### src/hw/rtl/ats_pkg.sv
// Shared types and constants for the annealing tour swap engine.
// No dependencies.
package ats_pkg;

  localparam int CITY_COUNT_DEF = 20;
  localparam int QUEUE_DEPTH = 2;

  localparam logic [15:0] START_TEMP_RST = 16'd25600;
  localparam logic [15:0] END_TEMP_RST   = 16'd256;
  localparam logic [19:0] MOVES_RST      = 20'd10000;

  localparam logic [1:0] FN_WRITE   = 2'd0;
  localparam logic [1:0] FN_PROPOSE = 2'd1;
  localparam logic [1:0] FN_READ    = 2'd2;
  localparam logic [1:0] FN_RESTART = 2'd3;

  localparam logic [1:0] ST_OK    = 2'd0;
  localparam logic [1:0] ST_RANGE = 2'd1;
  localparam logic [1:0] ST_DONE  = 2'd2;

  localparam logic [1:0] CFG_START_TEMP = 2'd0;
  localparam logic [1:0] CFG_END_TEMP   = 2'd1;
  localparam logic [1:0] CFG_MOVES      = 2'd2;

  typedef struct packed {
    logic [1:0]  func;
    logic [5:0]  row_city;
    logic [5:0]  col_city;
    logic [15:0] distance_value;
    logic [5:0]  swap_a;
    logic [5:0]  swap_b;
    logic [15:0] neg_log_rand;
  } in_item_t;

  typedef struct packed {
    logic [1:0]  status;
    logic        accepted;
    logic [21:0] candidate_length;
    logic [21:0] current_length;
    logic [5:0]  tour_city;
    logic [15:0] temperature_now;
  } out_item_t;

  typedef struct packed {
    logic     bad;
    in_item_t item;
  } q_item_t;

endpackage

### src/hw/rtl/ats_front.sv
// Front end: accepts items and flags out-of-range indexes.
// Uses ats_pkg; feeds ats_queue.
module ats_front #(
  parameter int CITY_COUNT = ats_pkg::CITY_COUNT_DEF
) (
  input  logic              in_valid,
  output logic              in_stall,
  input  ats_pkg::in_item_t in_data,
  input  logic              q_full,
  output logic              q_push,
  output ats_pkg::q_item_t  q_data
);

  localparam logic [6:0] CC7 = 7'(CITY_COUNT);

  logic row_bad, col_bad, a_bad, b_bad;

  always_comb begin
    row_bad = {1'b0, in_data.row_city} >= CC7;
    col_bad = {1'b0, in_data.col_city} >= CC7;
    a_bad   = {1'b0, in_data.swap_a} >= CC7;
    b_bad   = {1'b0, in_data.swap_b} >= CC7;
    q_data.item = in_data;
    case (in_data.func)
      ats_pkg::FN_WRITE:   q_data.bad = row_bad | col_bad;
      ats_pkg::FN_PROPOSE: q_data.bad = a_bad | b_bad;
      ats_pkg::FN_READ:    q_data.bad = a_bad;
      default:             q_data.bad = 1'b0;
    endcase
  end

  assign in_stall = q_full;
  assign q_push   = in_valid & ~q_full;

endmodule

### config.mk
export PLATFORM = sky130hd
export DESIGN_NAME = ats_front
export DESIGN_NICKNAME = d
export VERILOG_FILES = /design/src/hw/rtl/ats_pkg.sv /design/src/hw/rtl/ats_front.sv
export SDC_FILE = /design/constraint.sdc
export NUM_CORES = 1
export LEC_CHECK = 0
export BUFFER_PORTS_ARGS = -buffer_cell sky130_fd_sc_hd__buf_2
export CAP_MARGIN = 25
export CORE_MARGIN = 2
export CORE_UTILIZATION = 26
export DETAILED_ROUTE_END_ITERATION = 12
export GPL_TIMING_DRIVEN = 0
export PLACE_DENSITY = 0.91
export SETUP_SLACK_MARGIN = 0.4
export SYNTH_ARGS = -nofsm -noshare
export SYNTH_HDL_FRONTEND = slang
export SYNTH_SLANG_ARGS = --single-unit
export TNS_END_PERCENT = 10
### constraint.sdc
create_clock -name vclk -period 0.88
set_clock_uncertainty 0.1 [all_clocks]
set_input_delay 0.044 -clock vclk [all_inputs]
set_output_delay 0.044 -clock vclk [all_outputs]
set_load 0.05 [all_outputs]
==> reports/metrics.csv, run 1 <==
metric;value;unit
violations;negative setup slack;
viasPerCell;3.84;
worst_pin_slew;189;ps
setup_slack;-79.7;ps
endpoint_kind;primary output;
hp-class;input port to primary output;
rsz0062_at_grt;true;
ios;121;
final_antenna_net_count;0;
synth_warnings;0;
cp_max_fo;2;
die_area;2390;µm²
hp-start;in_data[29];
drc;0;
wl_per_cell;13.5;µm
setup_viol;1;
fin_crit;960;ps
worstPathArrival;820;ps
area_delta_synth_final;196;%
grt_pass1_wl;3580;µm
ys_types;11;
path_class;input port to primary output;
slew_headroom;87.3;%
worst_hold_path.endpoint;q_data[29];
slew_viol_final;0;
core-area;1920;µm²
syn_avg_cell_area;7.28;µm²
drive_gt1_share;94.2;%
dp_hpwl;1490;µm
drt-total-wl;2440;µm
postLayoutCellArea;1550;µm²
grt_pass1_vias;775;
gp_congestion;0.678;
status;finished, violations left;
start_kind;input port;
portBuffers;81;
ys_seq_area_share;0;%
fillerInstances;126;
first_iter_violations;3;
final_nets;216;
clkbuf_count;0;
leakagePower;0.000834;µW
grt_overflow;0;
pre_cts_ws;-190;ps
hold_viol;0;
worst_ep_required_time;740;ps
grtUsageTotal;19.0;%
fin_tns_setup;-79.7;ps
num_rows;16;
postSynthCellCount;72;
dpl-instance-area;973;µm²
vdd_ir_drop_max;0.553;mV
max_freq;1040;MHz
drt_pre_antenna_iters;2;
die_w;48.9;µm
finalPower;1290;µW
multi_input_area;97.6;µm²
grt_max_degree;5;
final-seq-area;0;µm²
seq_cell_count;0;
syn_nets;132;
antenna_found_initial;0;
period_share;109;%
holdPathStages;2;
start_util;27.3;%
die_h;48.9;µm
powerDensity;829;nW/µm²
maxCapViolations;0;
cts_hold_buf;0;
synth_area;524;µm²
insertedDiodeCount;0;
vias;695;
critPathLaunch;in_data[49];
## final cells by class
cell class	count	share of cell area, %
plain buffers	59	33.1
repair buffers	82	58.0
multi-input cells	11	6.28
well taps	27	2.17
inverters	2	0.483
## cells in the mapped netlist (all sizes together)
library cell  instances  area (µm²)
nor2b                 2        15.0
nor4                  1        12.5
a21oi                 1        5.00
nand3                 1        5.00
o21ai                 4        20.0
o211a                 1        10.0
inv                   2        7.51
nand4                 1        6.26
buf                  59         443
## placed cells by master, fill, tap and decap left out
cell type / synthesis / layout
buf_4: 59 / 72
buf_6: 0 / 43
buf_8: 0 / 26
inv_1: 2 / 2
o21ai_1: 2 / 2
o21ai_0: 2 / 2
a21oi_1: 1 / 1
nor4_4: 0 / 1
nand3_1: 1 / 1
nor2b_2: 1 / 1
nand4_1: 1 / 1
o211a_4: 0 / 1
nor2b_4: 0 / 1
## timing repair
| action | CTS | global route |
|---|---|---|
| setup endpoints to repair | 61 | 30 |
| buffers inserted | 0 | 1 |
| gates cloned | 0 | 0 |
| pin swaps | 2 | 1 |
| gates resized for setup | 145 | 14 |
## power breakdown
group / internal [µW] / switching [µW] / total, µW
Sequential: 0 / 0 / 0
Clock: 0 / 0 / 0
Combinational: 582 / 707 / 1290
Total: 582 / 707 / 1290
## per-stage QoR
stage / util (%) / instances / hold WS (ps)
final: 80.9 / 181 / 214
after detailed placement: 50.7 / 180 / 290
after global placement: 50.7 / 180 / 290
after floorplan: - / 72 / 83.2
after global routing: 80.9 / 181 / 220
after CTS: 77.6 / 180 / 236
## routing by layer
layer | up-vias | track usage (%) | share of wire (%)
li1 | 334 | - | -
met1 | 309 | 14.3 | 21
met2 | 48 | 45.2 | 67
met3 | 4 | 4.60 | 10
met4 | 0 | 2.86 | 1.4
met5 | - | 0 | 0
## kinds of logic (layout without fill, tap and decap cells)
kind of cell    Yosys count  in the layout  share of synthesized area (%)
buf+inv                  61            143                           85.9
compound gates            6              6                           6.68
simple gates              5              5                           7.40
## worst max-delay path by stage
stage / slack [ps] / to / cells after the start
after floorplan: 140 / q_data[58] / 3
after global placement: -210 / q_data[58] / 5
after detailed placement: -190 / q_data[58] / 5
after CTS: -90 / q_data[58] / 5
after global routing: -130 / q_data[58] / 5
final: -80 / q_data[58] / 5
## critical path, cell delays in order
cell and delay, ps:
buf_8 100, nor4_4 250, nand3_1 120, o211a_4 160
buf_8 140
No activity file was read; power rests on OpenSTA's default activity.
==> inputs of run 2 (changes only) <==
==> constraint.sdc (replaced) <==
create_clock -name vclk -period 1.2
set_clock_uncertainty 0.1 [all_clocks]
set_input_delay 0.06 -clock vclk [all_inputs]
set_output_delay 0.06 -clock vclk [all_outputs]
set_load 0.05 [all_outputs]
==> reports/metrics.csv, run 2 (synthesis results as in run 1) <==
metric;value;unit
viasPerCell;3.68;
num_rows;16;
vias;666;
drc;0;
grt_pass1_vias;611;
path_common_cell;buf_6;
hold_viol;0;
period_share;81.1;%
slowest_delay;250;ps
rsz0062_at_grt;true;
path_class;input port to primary output;
setup_viol;0;
die_w;48.9;µm
multi_input_area;88.8;µm²
powerDensity;710;nW/µm²
cp_max_fo;2;
maxCapViolations;0;
grtUsageTotal;13.5;%
grt_max_degree;5;
pre_cts_ws;133;ps
wl_per_cell;9.85;µm
first_iter_violations;4;
cpLargestDelayFamily;simple AND/OR/NAND/NOR gates;
grt_pass1_wl;2670;µm
setup_slack;227;ps
final-seq-area;0;µm²
area_delta_synth_final;91.6;%
worst_ep_required_time;1040;ps
drt-total-wl;1780;µm
vdd_ir_drop_max;0.461;mV
final_antenna_net_count;0;
final_nets;216;
fillerInstances;210;
grt_overflow;0;
final_cell_mix;buf_2 (78), buf_4 (60), buf_6 (3);
worst_path_max_delay_cell;nor4_4;
finalNonFillerCells;181;
crit_buf_inv;2;
slew_headroom;82.8;%
dp.cells;180;
portBuffers;81;
dpl-instance-area;966;µm²
drive_gt1_share;94.2;%
slew_viol_final;0;
start_kind;input port;
postLayoutCellArea;1000;µm²
die_h;48.9;µm
dp_hpwl;1730;µm
fin_tns_setup;0;ps
gp_congestion;0.695;
cts_hold_buf;0;
seq_cell_count;0;
max_freq;1030;MHz
fin_crit;973;ps
mostFrequentLayoutCell;buf_2;
die_area;2390;µm²
worst_pin_slew;259;ps
path_cells;buf_6 > nor4_4 > nand3_1 > o211a_1 > buf_6;
hp-class;input port to primary output;
core-area;1920;µm²
status;finished, final reports clean;
insertedDiodeCount;0;
clkbuf_count;0;
ios;121;
worstPathArrival;810;ps
drt_pre_antenna_iters;4;
start_util;27.3;%
antenna_found_initial;0;
leakagePower;0.000648;µW
endpoint_kind;primary output;
-- run 2: changes by cell type in the layout (fill, tap and decap cells not counted), moves of 12 or more --
cell,delta
buf_2,+78
buf_6,-40
buf_8,-26
buf_4,-12
-- run 2: area by class of cell --
cell class | count | share of cell area (%)
multi-input cells | 11 | 8.84
inverters | 2 | 0.747
repair buffers | 82 | 43.0
plain buffers | 59 | 44.1
well taps | 27 | 3.36
-- run 2: through the flow --
stage / power, µW / util (%) / hold slack (ps)
after global placement: 695 / 50.3 / 322
after detailed placement: 703 / 50.3 / 322
after CTS: 715 / 51.8 / 322
final: 714 / 52.3 / 321
after floorplan: 563 / - / 115
after global routing: 741 / 52.3 / 323
-- run 2: report_power, final --
group          leakage [µW]  switching, µW  internal [µW]
Clock                     0              0              0
Sequential                0              0              0
Combinational      0.000648            480            234
-- run 2: final timing paths --
path,start,end,slack (ps),depth (start not counted)
setup / recovery,in_data[49],q_data[58],230,5
hold / removal,in_data[35],q_data[35],320,2
-- run 2: timing repair --
| action | 4_1_cts | 5_1_grt |
|---|---|---|
| pin swaps | 3 | 1 |
| resized for setup | 5 | 1 |
| setup endpoints to repair | 1 | 1 |
| setup buffers | 1 | 0 |
-- run 2: layer usage --
metal	routed length [µm]	vias to the layer above	part of all wire (%)	GRT usage, %
li1	-	331	-	-
met4	0	0	0	0.952
met2	1060	57	60	29.2
met3	233	0	13	3.99
met1	488	278	27	12.4
met5	0	-	0	0
==> inputs of run 3 (changes only) <==
--- a/config.mk
+++ b/config.mk
@@ -8,10 +8,10 @@
 export BUFFER_PORTS_ARGS = -buffer_cell sky130_fd_sc_hd__buf_2
 export CAP_MARGIN = 25
 export CORE_MARGIN = 2
-export CORE_UTILIZATION = 26
+export CORE_UTILIZATION = 24
 export DETAILED_ROUTE_END_ITERATION = 12
 export GPL_TIMING_DRIVEN = 0
-export PLACE_DENSITY = 0.91
+export PLACE_DENSITY = 0.85
 export SETUP_SLACK_MARGIN = 0.4
 export SYNTH_ARGS = -nofsm -noshare
 export SYNTH_HDL_FRONTEND = slang
==> constraint.sdc (replaced) <==
create_clock -name vclk -period 0.91
set_clock_uncertainty 0.1 [all_clocks]
set_input_delay 0.0455 -clock vclk [all_inputs]
set_output_delay 0.0455 -clock vclk [all_outputs]
set_load 0.05 [all_outputs]
==> reports/metrics.csv, run 3 (synthesis results as in run 1) <==
metric;value;unit
p_sw;680;µW
comb_power_share;100.0;%
clkbuf_count;0;
drt_pre_antenna_iters;2;
grt_pass1_vias;681;
hp-start;q_full;
final_nets;216;
slew_viol_final;0;
seq_power_share;0;%
final_cell_mix;buf_4 (81), buf_6 (34), buf_8 (26);
violations;negative setup slack;
finalPower;1230;µW
vias;707;
p_int;549;µW
viasPerCell;3.91;
status;finished, violations left;
powerDensity;809;nW/µm²
endpoint_kind;primary output;
grt_pass1_wl;2970;µm
insertedDiodeCount;0;
period_share;109;%
critPathLaunch;in_data[49];
dpl-instance-area;973;µm²
cp_max_fo;2;
path_cells;buf_8 > nor4_4 > nand3_1 > o211a_4 > buf_8;
die_h;50.7;µm
wl_per_cell;13.3;µm
p_sw_share;55.3;%
setup_viol;1;
die_area;2570;µm²
worst_ep_required_time;760;ps
ios;121;
grt_max_degree;5;
start_kind;input port;
p_clk_share;0;%
rsz0062_at_grt;true;
gp_congestion;0.630;
crit_buf_inv;2;
dp.cells;180;
final_antenna_net_count;0;
num_rows;16;
die_w;50.7;µm
drive_gt1_share;94.2;%
area_delta_synth_final;190;%
hp-class;input port to primary output;
core-area;2000;µm²
vdd_ir_drop_max;0.512;mV
max_freq;1000;MHz
maxCapViolations;0;
leakagePower;0.000823;µW
worstPathArrival;850;ps
portBuffers;81;
mostFrequentLayoutCell;buf_4;
finalNonFillerCells;181;
antenna_found_initial;0;
drt-total-wl;2400;µm
slew_headroom;86.3;%
grtUsageTotal;14.6;%
path_common_cell;buf_8;
cpLargestDelayFamily;simple AND/OR/NAND/NOR gates;
fillerInstances;134;
worst_path_max_delay_cell;nor4_4;
worst_pin_slew;203;ps
seq_cell_count;0;
first_iter_violations;4;
grt_overflow;0;
hold_viol;0;
drc;0;
setup_slack;-86.3;ps
fin_crit;996;ps
slowest_delay;260;ps
postLayoutCellArea;1520;µm²
start_util;26.2;%
path_class;input port to primary output;
final-seq-area;0;µm²
-- run 3: cell type report --
| type | instances | area (µm²) | share of cell area (%) |
|---|---|---|---|
| buffer | 59 | 514 | 33.8 |
| inverter | 2 | 7.51 | 0.494 |
| multi-input combinational | 11 | 97.6 | 6.42 |
| tap | 27 | 33.8 | 2.22 |
| timing repair buffer | 82 | 867 | 57.0 |
-- run 3: worst paths after layout --
| kind | endpoint | slack [ps] | cells past startpoint |
|---|---|---|---|
| max | q_data[58] | -90 | 5 |
| min | q_push | 240 | 3 |
-- run 3: stage by stage --
| step | utilization, % | setup TNS (ps) | hold slack [ps] | setup WS, ps |
|---|---|---|---|---|
| after global placement | 48.6 | -211 | 293 | -211 |
| after detailed placement | 48.6 | -218 | 293 | -218 |
| after CTS | 72.7 | -98.2 | 239 | -98.2 |
| after global routing | 75.9 | -129 | 246 | -129 |
| final | 75.9 | -86.3 | 242 | -86.3 |
| after floorplan | - | 0 | 86.2 | 168 |
-- run 3: metal layers --
layer | vias to the layer above | global-route usage, % | part of all wire, %
met4 | 0 | 2.70 | 1.6
li1 | 332 | - | -
met5 | - | 0 | 0
met1 | 318 | 12.4 | 27
met3 | 4 | 2.68 | 10
met2 | 53 | 33.3 | 62
-- run 3: tightest hold or removal path, delay by kind of cell --
kind | cells | cell delay [ps]
buffers and inverters | 2 | 220
AND/OR/NAND/NOR | 1 | 30
-- run 3: power groups by stage --
stage	combinational, µW	clock (µW)	sequential, µW
final	1230	0	0
after global placement	918	0	0
after CTS	1180	0	0
after global routing	1260	0	0
after floorplan	748	0	0
after detailed placement	925	0	0
-- run 3: timing repair --
action | 4_1_cts | 5_1_grt
pin swaps | 2 | 0
gates resized for setup | 130 | 21
hold buffers | 0 | 0
endpoints found under the setup margin | 44 | 38
buffers inserted | 0 | 1
