$ cat config.mk
export PLATFORM = sky130hd
export DESIGN_NAME = ats_queue
export DESIGN_NICKNAME = d
export VERILOG_FILES = /design/src/hw/rtl/ats_pkg.sv /design/src/hw/rtl/ats_queue.sv
export SDC_FILE = /design/constraint.sdc
export NUM_CORES = 1
export LEC_CHECK = 0
export BUFFER_PORTS_ARGS = -buffer_cell sky130_fd_sc_hd__buf_2
export CAP_MARGIN = 20
export CELL_PAD_IN_SITES_DETAIL_PLACEMENT = 1
export CELL_PAD_IN_SITES_GLOBAL_PLACEMENT = 2
export CORE_ASPECT_RATIO = 0.8
export CORE_MARGIN = 8
export CORE_UTILIZATION = 30
export DETAILED_ROUTE_END_ITERATION = 10
export PLACE_DENSITY = 0.64
export SKIP_CTS_REPAIR_TIMING = 1
export SLEW_MARGIN = 20
export SYNTH_ARGS = -nofsm -noshare
export SYNTH_HDL_FRONTEND = slang
export SYNTH_SLANG_ARGS = --single-unit
$ cat constraint.sdc
create_clock -name clk -period 12.7 [get_ports clk]
set_clock_uncertainty 0.1 [all_clocks]
set_input_delay 2.54 -clock clk [delete_from_list [all_inputs] [get_ports clk]]
set_output_delay 2.54 -clock clk [all_outputs]
set_load 0.01 [all_outputs]
$ cat src/hw/rtl/ats_pkg.sv
// Shared types and constants for the annealing tour swap engine.
// No dependencies.
package ats_pkg;

  localparam int CITY_COUNT_DEF = 20;
  localparam int QUEUE_DEPTH = 2;

  localparam logic [15:0] START_TEMP_RST = 16'd25600;
  localparam logic [15:0] END_TEMP_RST   = 16'd256;
  localparam logic [19:0] MOVES_RST      = 20'd10000;

  localparam logic [1:0] FN_WRITE   = 2'd0;
  localparam logic [1:0] FN_PROPOSE = 2'd1;
  localparam logic [1:0] FN_READ    = 2'd2;
  localparam logic [1:0] FN_RESTART = 2'd3;

  localparam logic [1:0] ST_OK    = 2'd0;
  localparam logic [1:0] ST_RANGE = 2'd1;
  localparam logic [1:0] ST_DONE  = 2'd2;

  localparam logic [1:0] CFG_START_TEMP = 2'd0;
  localparam logic [1:0] CFG_END_TEMP   = 2'd1;
  localparam logic [1:0] CFG_MOVES      = 2'd2;

  typedef struct packed {
    logic [1:0]  func;
    logic [5:0]  row_city;
    logic [5:0]  col_city;
    logic [15:0] distance_value;
    logic [5:0]  swap_a;
    logic [5:0]  swap_b;
    logic [15:0] neg_log_rand;
  } in_item_t;

  typedef struct packed {
    logic [1:0]  status;
    logic        accepted;
    logic [21:0] candidate_length;
    logic [21:0] current_length;
    logic [5:0]  tour_city;
    logic [15:0] temperature_now;
  } out_item_t;

  typedef struct packed {
    logic     bad;
    in_item_t item;
  } q_item_t;

endpackage

$ cat src/hw/rtl/ats_queue.sv
// Short queue between front and back end.
// Uses ats_pkg.
module ats_queue (
  input  logic             clk,
  input  logic             rst_n,
  input  logic             push,
  input  ats_pkg::q_item_t push_data,
  input  logic             pop,
  output ats_pkg::q_item_t head,
  output logic             full,
  output logic             empty
);

  localparam int PW = $clog2(ats_pkg::QUEUE_DEPTH);
  localparam int CW = $clog2(ats_pkg::QUEUE_DEPTH + 1);

  ats_pkg::q_item_t slot_r [ats_pkg::QUEUE_DEPTH];
  logic [PW-1:0] wp_r, rp_r;
  logic [CW-1:0] cnt_r;

  assign head  = slot_r[rp_r];
  assign full  = cnt_r == CW'(ats_pkg::QUEUE_DEPTH);
  assign empty = cnt_r == '0;

  always_ff @(posedge clk) begin
    if (push) begin
      slot_r[wp_r] <= push_data;
    end
  end

  always_ff @(posedge clk) begin
    if (!rst_n) begin
      wp_r  <= '0;
      rp_r  <= '0;
      cnt_r <= '0;
    end else begin
      if (push) begin
        wp_r <= (wp_r == PW'(ats_pkg::QUEUE_DEPTH - 1)) ? '0 : wp_r + 1'b1;
      end
      if (pop) begin
        rp_r <= (rp_r == PW'(ats_pkg::QUEUE_DEPTH - 1)) ? '0 : rp_r + 1'b1;
      end
      cnt_r <= cnt_r + CW'(push) - CW'(pop);
    end
  end

endmodule

==> results of run 1 <==
metal layers:
metal,share of wire [%],GRT usage (%),vias up
met4,1.4,4.66,0
met1,46,12.1,1142
met2,46,15.7,93
met5,0,0,-
met3,7.2,5.16,12
li1,-,-,1079
state kept, by name, summed over array words and instances (netlist names), named ones only:
name and count:
cnt_r 2, rp_r 1, slot_r 118, wp_r 1
cell families after synthesis:
group,synth area share (%)
compound gates,0.166
xor+xnor,0.691
fa+ha+maj,0.553
buf+inv,1.44
flops,80.5
mux,15.5
simple gates,1.19
through the flow:
stage,cell area [sq um],instances
floorplan,4530,205
global placement,5350,512
detailed placement,5350,512
CTS,5890,543
global route,5890,543
finish,5890,544
power breakdown:
group          switching, W  internal [W]
clock              0.000157      0.000282
sequential        0.0000138      0.000470
combinational     0.0000426     0.0000478
cell usage after synthesis (all sizes together):
cell	n	share of area, %
and2	4	0.55
buf	7	1.3
dfxtp	5	2.2
edfxtp	118	78
ha	2	0.55
inv	2	0.17
mux2	59	16
nor2	1	0.083
nor2b	4	0.55
o21a	1	0.17
xnor3	1	0.50
xor2	1	0.19
worst max path at each step:
| stage | startpoint | to | slack [ns] | cells past startpoint |
|---|---|---|---|---|
| floorplan | push | slot_r[0][0] | 6.94 | 1 |
| global placement | push | slot_r[0][25] | 8.34 | 3 |
| detailed placement | push | slot_r[0][19] | 8.36 | 3 |
| CTS | register | head[50] | 8.03 | 2 |
| global route | register | head[50] | 7.97 | 2 |
| finish | register | head[50] | 8.11 | 2 |
layout make-up:
cell class / count / area, sq um / area share, %
flip-flops and latches: 123 / 3650 / 61.9
multi-input cells: 73 / 828 / 14.1
diodes: 1 / 2.50 / 0.0425
clock buffers: 20 / 437 / 7.41
well taps: 189 / 236 / 4.01
repair buffers: 125 / 631 / 10.7
clock inverters: 11 / 104 / 1.76
inverters: 2 / 7.51 / 0.127
worst min-delay path: cells and delay by family (launching register included):
kind	cells	cell delay [ns]
flip-flops	1	0.32
XOR/XNOR	1	0.07
AND/OR/NAND/NOR	1	0.14
==> flow_summary.toml, run 1 <==
[outcome]
status = "finished clean"

[synthesis]
syn-cell-area_sq_um = 4530
ys_seq_elements = 123
synthDistinctLibCells = 15
synthCells = 205
syn_avg_cell_area_sq_um = 22.1
ys_seq_area_share_pct = 80.5
syn-num-nets = 270
ys_warn_count = 0

[route]
drtIter0Drc = 83
vias = 2326
drc_errors = 0
routed_via_density = 4.28
wirelength_um = 9510
first_pass_iters = 4
wl_per_cell_um = 17.5
ant_nets = 0

[floorplan]
dieArea_sq_um = 19300
num_rows = 40
io_pins = 124
core_sq_um = 14900
die_w_um = 153
die_y_um = 126
floorplan.initialDensity_pct = 30.5

[worst_setup_path]
r2r-end = "slot_r[1][26]"
critical_path.slowest_cell = "dfxtp_4"
worstPathRequired_ns = 10.06
reg2reg_depth = 2
r2r_slack_ns = 10.74
critPathTopFamily = "flip-flops"
regToRegStartpoint = "wp_r"
path_buf_inv = 1
slowest_delay_ns = 0.93
cp_max_fo = 59
path_class = "register to primary output"
critPathCaptureType = "primary output"
startpoint_type = "register"
crit_arrival_ns = 1.95
crit_chain = "mux2_2 > buf_2"

[placed_design]
hpwl_um = 6330
io_buffers = 123
post-place-ws_ns = 8.36
place.gp.congestion = 0.652

[sta]
slew_violations = 0
fin_ws_ns = 8.11
max_slew_margin_pct = 40.1
finalHoldViolCount = 0
whs_ns = 0.471
rsz0062_at_grt = "false"
tightest_slew_ns = 0.899
setup_violations = 0
fin_tns_setup_ns = 0
finalCritPeriodShare_pct = 36.1
post-route-min-period_ns = 4.59
timing.fmax_mhz = 218

[layout]
final_nets = 407
layout-drive-gt1-share_pct = 59.3
fin_util_pct = 39.6
areaGrowthSynthToFinish_pct = 30.1
fill_cells = 1482
final_common_cell = "buf_2"
mostFrequentLayoutCells = "buf_2, edfxtp_1, mux2_2"

[power_and_ir_drop]
p_leak_nw = 2.23
total_power_w = 0.00101
power_density_nw_per_um2 = 172
peakVddDrop_mv = 0.0915

[grt]
grt_pass1_vias = 2774
grtUsageTotal_pct = 10.3
grt_max_degree = 60
antenna_found_initial = 1
grt-ovfl-total = 0
grt_pass1_wl_um = 15100

[clock_network]
cts_sinks = 123
cts-root-buf = "clkbuf_16"
htree_num_levels = 4
clkLatencyLatePin_ns = 0.41
cts_tree = "done"
cts_buffers = 17
clkTransAtPathRegs_ns = 0.05
cts.path.max_buffers = 2

[flow_run]
max_cap_violations = 0

[min_path]
hp-class = "register to register"
worstHoldStart = "rp_r"
hold_path_depth = 2
No activity file was read; power rests on OpenSTA's default activity.
==> run 2, diff against run 1 <==
Clock period 12.7 ns to 4.45 ns, I/O delays scaled along.
==> flow_summary.toml, run 2 (same netlist as run 1, synthesis figures left out) <==
[layout]
final_common_cell = "buf_2"
largest_reg_flops = 118
areaGrowthSynthToFinish_pct = 31.5
reg_top3 = "slot_r x118, cnt_r x2"
layout-drive-gt1-share_pct = 59.4
mostFrequentLayoutCells = "buf_2, edfxtp_1, mux2_2"
stdcell_count = 544
final_nets = 407
final_cell_area_sq_um = 5950
regMostFlops = "slot_r"
n_antenna_cell = 0

[worst_setup_path]
path_class = "register to primary output"
reg2reg_depth = 2
crit_arrival_ns = 1.96
critPathCaptureType = "primary output"
startpoint_type = "register"
r2r_slack_ns = 2.44
path_buf_inv = 1
crit_chain = "mux2_2 > buf_2"
slowest_delay_ns = 0.95
r2r-end = "slot_r[1][25]"
cp_max_fo = 59
regToRegStartpoint = "wp_r"
critical_path.slowest_cell = "dfxtp_4"
critPathTopFamily = "flip-flops"
worstPathRequired_ns = 3.46

[sta]
setup_violations = 0
rsz0062_at_grt = "false"
slew_violations = 0
fin_tns_setup_ns = 0
post-route-min-period_ns = 2.95
finalHoldViolCount = 0
timing.fmax_mhz = 339
max_slew_margin_pct = 38.6
fin_ws_ns = 1.50
tightest_slew_ns = 0.919
finalCritPeriodShare_pct = 66.4

[clock_network]
cts.path.max_buffers = 2
cts-root-buf = "clkbuf_16"
cts_sinks = 123
cts_buffers = 17
cts_tree = "done"
clkLatencyLatePin_ns = 0.40
htree_num_levels = 4
clkTransAtPathRegs_ns = 0.05

[placed_design]
io_buffers = 123
hpwl_um = 6420
place.gp.congestion = 0.712
dp_cells = 512
post-place-ws_ns = 1.72
dpl-instance-area_sq_um = 5360

[flow_run]
max_cap_violations = 0

[floorplan]
dieArea_sq_um = 19300
die_w_um = 153
floorplan.initialDensity_pct = 30.5
io_pins = 124
num_rows = 40
die_y_um = 126
core_sq_um = 14900

[route]
ant_nets = 0
drc_errors = 0
wirelength_um = 9560
routed_via_density = 4.22
vias = 2293
wl_per_cell_um = 17.6
drtIter0Drc = 105
first_pass_iters = 4

[grt]
grt_pass1_wl_um = 14700
grt_pass1_vias = 2695
grtUsageTotal_pct = 10.2
grt_max_degree = 60
antenna_found_initial = 1
grt-ovfl-total = 0

[min_path]
worstHoldStart = "rp_r"
hp-class = "register to register"
hold_path_depth = 2

[power_and_ir_drop]
power_density_nw_per_um2 = 506
total_power_w = 0.00301
p_leak_nw = 2.27
peakVddDrop_mv = 0.262

[outcome]
status = "finished clean"
==> run 2: cell types whose count changed in the layout (fill, tap and decap cells not counted), sizes merged <==
cell      previous run  this run
diode                1         0
clkbuf              20        21
bufinv               2         4
clkinvlp             2         0
==> run 2: how the worst max path moves through the flow <==
stage          startpoint            end  slack [ns]  cells past startpoint
4_1_cts          register       head[52]        1.42                      2
3_3_place_gp         push  slot_r[1][25]        1.79                      3
3_5_place_dp         push  slot_r[1][19]        1.72                      3
2_1_floorplan        push   slot_r[0][0]        0.34                      1
5_1_grt          register       head[52]        1.37                      2
6_report         register       head[50]        1.50                      2
==> run 2: per-stage QoR <==
step                      utilization, %  hold WS [ns]
after floorplan                        -         0.455
after global placement              36.1         0.457
after detailed placement            36.1         0.503
after CTS                           40.1         0.514
after global routing                40.1         0.523
final                               40.1         0.504
==> run 2: layout make-up <==
class	count	area [sq um]
clock buffers	21	440
clock inverters	11	150
fillers	1467	8910
inverters	2	7.51
multi-input cells	73	828
flip-flops and latches	123	3650
well taps	189	236
repair buffers	125	643
==> run 2: where the power goes <==
group / internal [W] / total, W / leakage (nW) / switching, W
logic: 0.000139 / 0.000262 / 0.828 / 0.000124
clock network: 0.000924 / 0.00137 / 0.289 / 0.000447
registers: 0.00134 / 0.00138 / 1.15 / 0.0000393
total: 0.00240 / 0.00301 / 2.27 / 0.000610
==> run 2: routing by layer <==
| metal | vias to the layer above | wire, um | GRT usage, % |
|---|---|---|---|
| met4 | 2 | 99 | 3.97 |
| met5 | - | 12 | 0 |
| li1 | 1081 | - | - |
| met2 | 86 | 4290 | 14.9 |
| met3 | 11 | 846 | 5.74 |
| met1 | 1113 | 4320 | 12.2 |
==> run 2: tightest hold or removal path, stage by stage (launching register included) <==
cell	delay [ns]
dfxtp_1	0.33
xor2_1	0.08
and2_1	0.15
==> run 3, diff against run 2 <==
Settings changed: ABC_AREA set to 1.
Clock period 4.45 ns to 3 ns, I/O delays scaled along.
==> flow_summary.toml, run 3 <==
[outcome]
status = "finished clean"

[worst_setup_path]
r2r_slack_ns = 1.49
critPathCaptureType = "primary output"
reg2reg_depth = 3
startpoint_type = "register"
r2r-end = "slot_r[1][57]"
worstSetupEndpoint = "head[20]"
regToRegStartpoint = "wp_r"
cp_max_fo = 31
worstPathRequired_ns = 2.30
crit_arrival_ns = 1.86
path_class = "register to primary output"

[layout]
largest_reg_flops = 118
layout-drive-gt1-share_pct = 58.0
mostFrequentLayoutCells = "buf_2, edfxtp_1, mux2_2"
areaGrowthSynthToFinish_pct = 30.8
reg_top3 = "slot_r x118, cnt_r x2"
regMostFlops = "slot_r"
final_common_cell = "buf_2"
final_cell_area_sq_um = 5920
n_antenna_cell = 0
final_nets = 422
stdcell_count = 558
fin_util_pct = 39.8
fill_cells = 1507

[route]
drc_errors = 0
wl_met2_um = 4330
wirelength_um = 10000
dr_wl_met3_um = 840
wl_per_cell_um = 17.9
routed_via_density = 4.26
drtIter0Drc = 118
met1_length_um = 4700
top_layer = "met5"
first_pass_iters = 4
ant_nets = 0
vias = 2377

[sta]
post-route-min-period_ns = 2.56
max_slew_margin_pct = 62.8
setup_violations = 0
tightest_slew_ns = 0.557
fin_tns_setup_ns = 0
finalHoldViolCount = 0
whs_ns = 0.277
rsz0062_at_grt = "false"
slew_violations = 0
timing.fmax_mhz = 390
finalCritPeriodShare_pct = 85.5

[floorplan]
io_pins = 124
die_w_um = 153
die_y_um = 126
num_rows = 40
core_sq_um = 14900
floorplan.initialDensity_pct = 30.5
dieArea_sq_um = 19300

[synthesis]
yosysTopAreaCell = "edfxtp_1"
synth.most_common_cell = "edfxtp_1"
synthFlopType = "edfxtp_1"
synthCells = 217
ys_seq_elements = 123
synthDistinctLibCells = 13
syn-num-nets = 282
synthXorXnorAreaFrac_pct = 0
synthTopCellsByArea = "edfxtp_1, mux2_2, mux2_4"
synth_mux_area_share_pct = 15.5
syn_avg_cell_area_sq_um = 20.9
ys_seq_area_share_pct = 80.5
synth_edf_count = 118
ys_async_sr_fraction_pct = 0
synth_top_family_by_area = "multiplexers"
netlist.area_leader.share_pct = 78.3
synthSimpleGateAreaFrac_pct = 1.52
yosys.area_share.adder_pct = 0.553
synth_commonest_cells = "edfxtp_1, mux2_2, mux2_4, nor2_1, nand2_1"
ys_warn_count = 0
syn-cell-area_sq_um = 4530
synth_compound_area_share_pct = 0.111

[power_and_ir_drop]
clkPwrFrac_pct = 43.8
p_sw_w = 0.000897
p_leak_nw = 2.28
p_sw_share_pct = 21.1
peakVddDrop_mv = 0.380
comb_power_share_pct = 8.6
internal-power_w = 0.00336
power_density_nw_per_um2 = 718
seqPwrFrac_pct = 47.6

[clock_network]
cts_buffers = 17
cts.path.max_buffers = 2
cts_tree = "done"
cts-root-buf = "clkbuf_16"
clkTransAtPathRegs_ns = 0.05
htree_num_levels = 4
cts_sinks = 123
clkLatencyLatePin_ns = 0.40

[grt]
grtUsageTotal_pct = 11.0
antenna_found_initial = 1
grt_pass1_vias = 2747
grt-ovfl-total = 0
grt_pass1_wl_um = 15800
grt_max_degree = 39

[placed_design]
dpl-instance-area_sq_um = 5380
hpwl_um = 6930
io_buffers = 123
dp_cells = 527
place.gp.congestion = 0.696

[min_path]
hp-class = "input pin to register"

[flow_run]
max_cap_violations = 0
## run 3: cell count changes in the layout (fill, tap and decap cells not counted), moves of 2 or more
cell,before,now
nand2_1,0,8
nor2_1,1,8
inv_1,2,6
and2_1,3,0
buf_4,1,4
nor2b_1,3,0
bufinv_16,4,2
clkbuf_1,4,2
## run 3: final cells by class
cell class | instances | area (sq um) | share of cell area (%)
tap | 189 | 236 | 3.99
timing repair buffer | 128 | 666 | 11.2
clock buffer | 19 | 433 | 7.31
sequential | 123 | 3650 | 61.6
clock inverter | 12 | 106 | 1.80
inverter | 7 | 26.3 | 0.444
multi-input combinational | 80 | 808 | 13.6
## run 3: layer usage
layer	up-vias	track usage, %
met3	13	6.22
li1	1112	-
met2	87	16.0
met4	2	3.97
met5	-	0
met1	1163	13.3
## run 3: through the flow
step | worst slack (ns) | power, W
2_1_floorplan | 0.326 | 0.00226
3_3_place_gp | 0.829 | 0.00242
3_5_place_dp | 0.831 | 0.00244
4_1_cts | 0.359 | 0.00432
5_1_grt | 0.308 | 0.00443
6_report | 0.436 | 0.00425
## run 3: how the worst min path moves through the flow
| stage | from | end | slack [ns] | depth (start not counted) |
|---|---|---|---|---|
| 2_1_floorplan | rp_r | register | 0.36 | 2 |
| 3_3_place_gp | rp_r | rp_r | 0.38 | 2 |
| 3_5_place_dp | rp_r | rp_r | 0.40 | 2 |
| 4_1_cts | push_data[58] | slot_r[0][58] | 0.25 | 1 |
| 5_1_grt | push_data[14] | slot_r[1][14] | 0.25 | 1 |
| 6_report | push_data[58] | slot_r[0][58] | 0.28 | 1 |
## run 3: cells by family (layout without fill, tap and decap cells)
kind of cell,Yosys count,count (layout)
AO/OA/AOI/OAI,1,1
adder cells (fa/ha/maj),2,2
buffers and inverters,14,166
flip-flops,123,123
multiplexers,59,59
AND/OR/NAND/NOR,18,18
## run 3: power by group through the flow
stage	registers [W]	logic (W)	clock network, W
finish	0.00203	0.000366	0.00186
global route	0.00204	0.000403	0.00199
CTS	0.00203	0.000379	0.00192
detailed placement	0.00206	0.000376	0
global placement	0.00206	0.000367	0
floorplan	0.00204	0.000213	0
## run 3: critical path: stages, from the launching register on
cell and delay (ns):
dfxtp_4 0.64, buf_12 0.28, mux2_2 0.37, buf_2 0.14
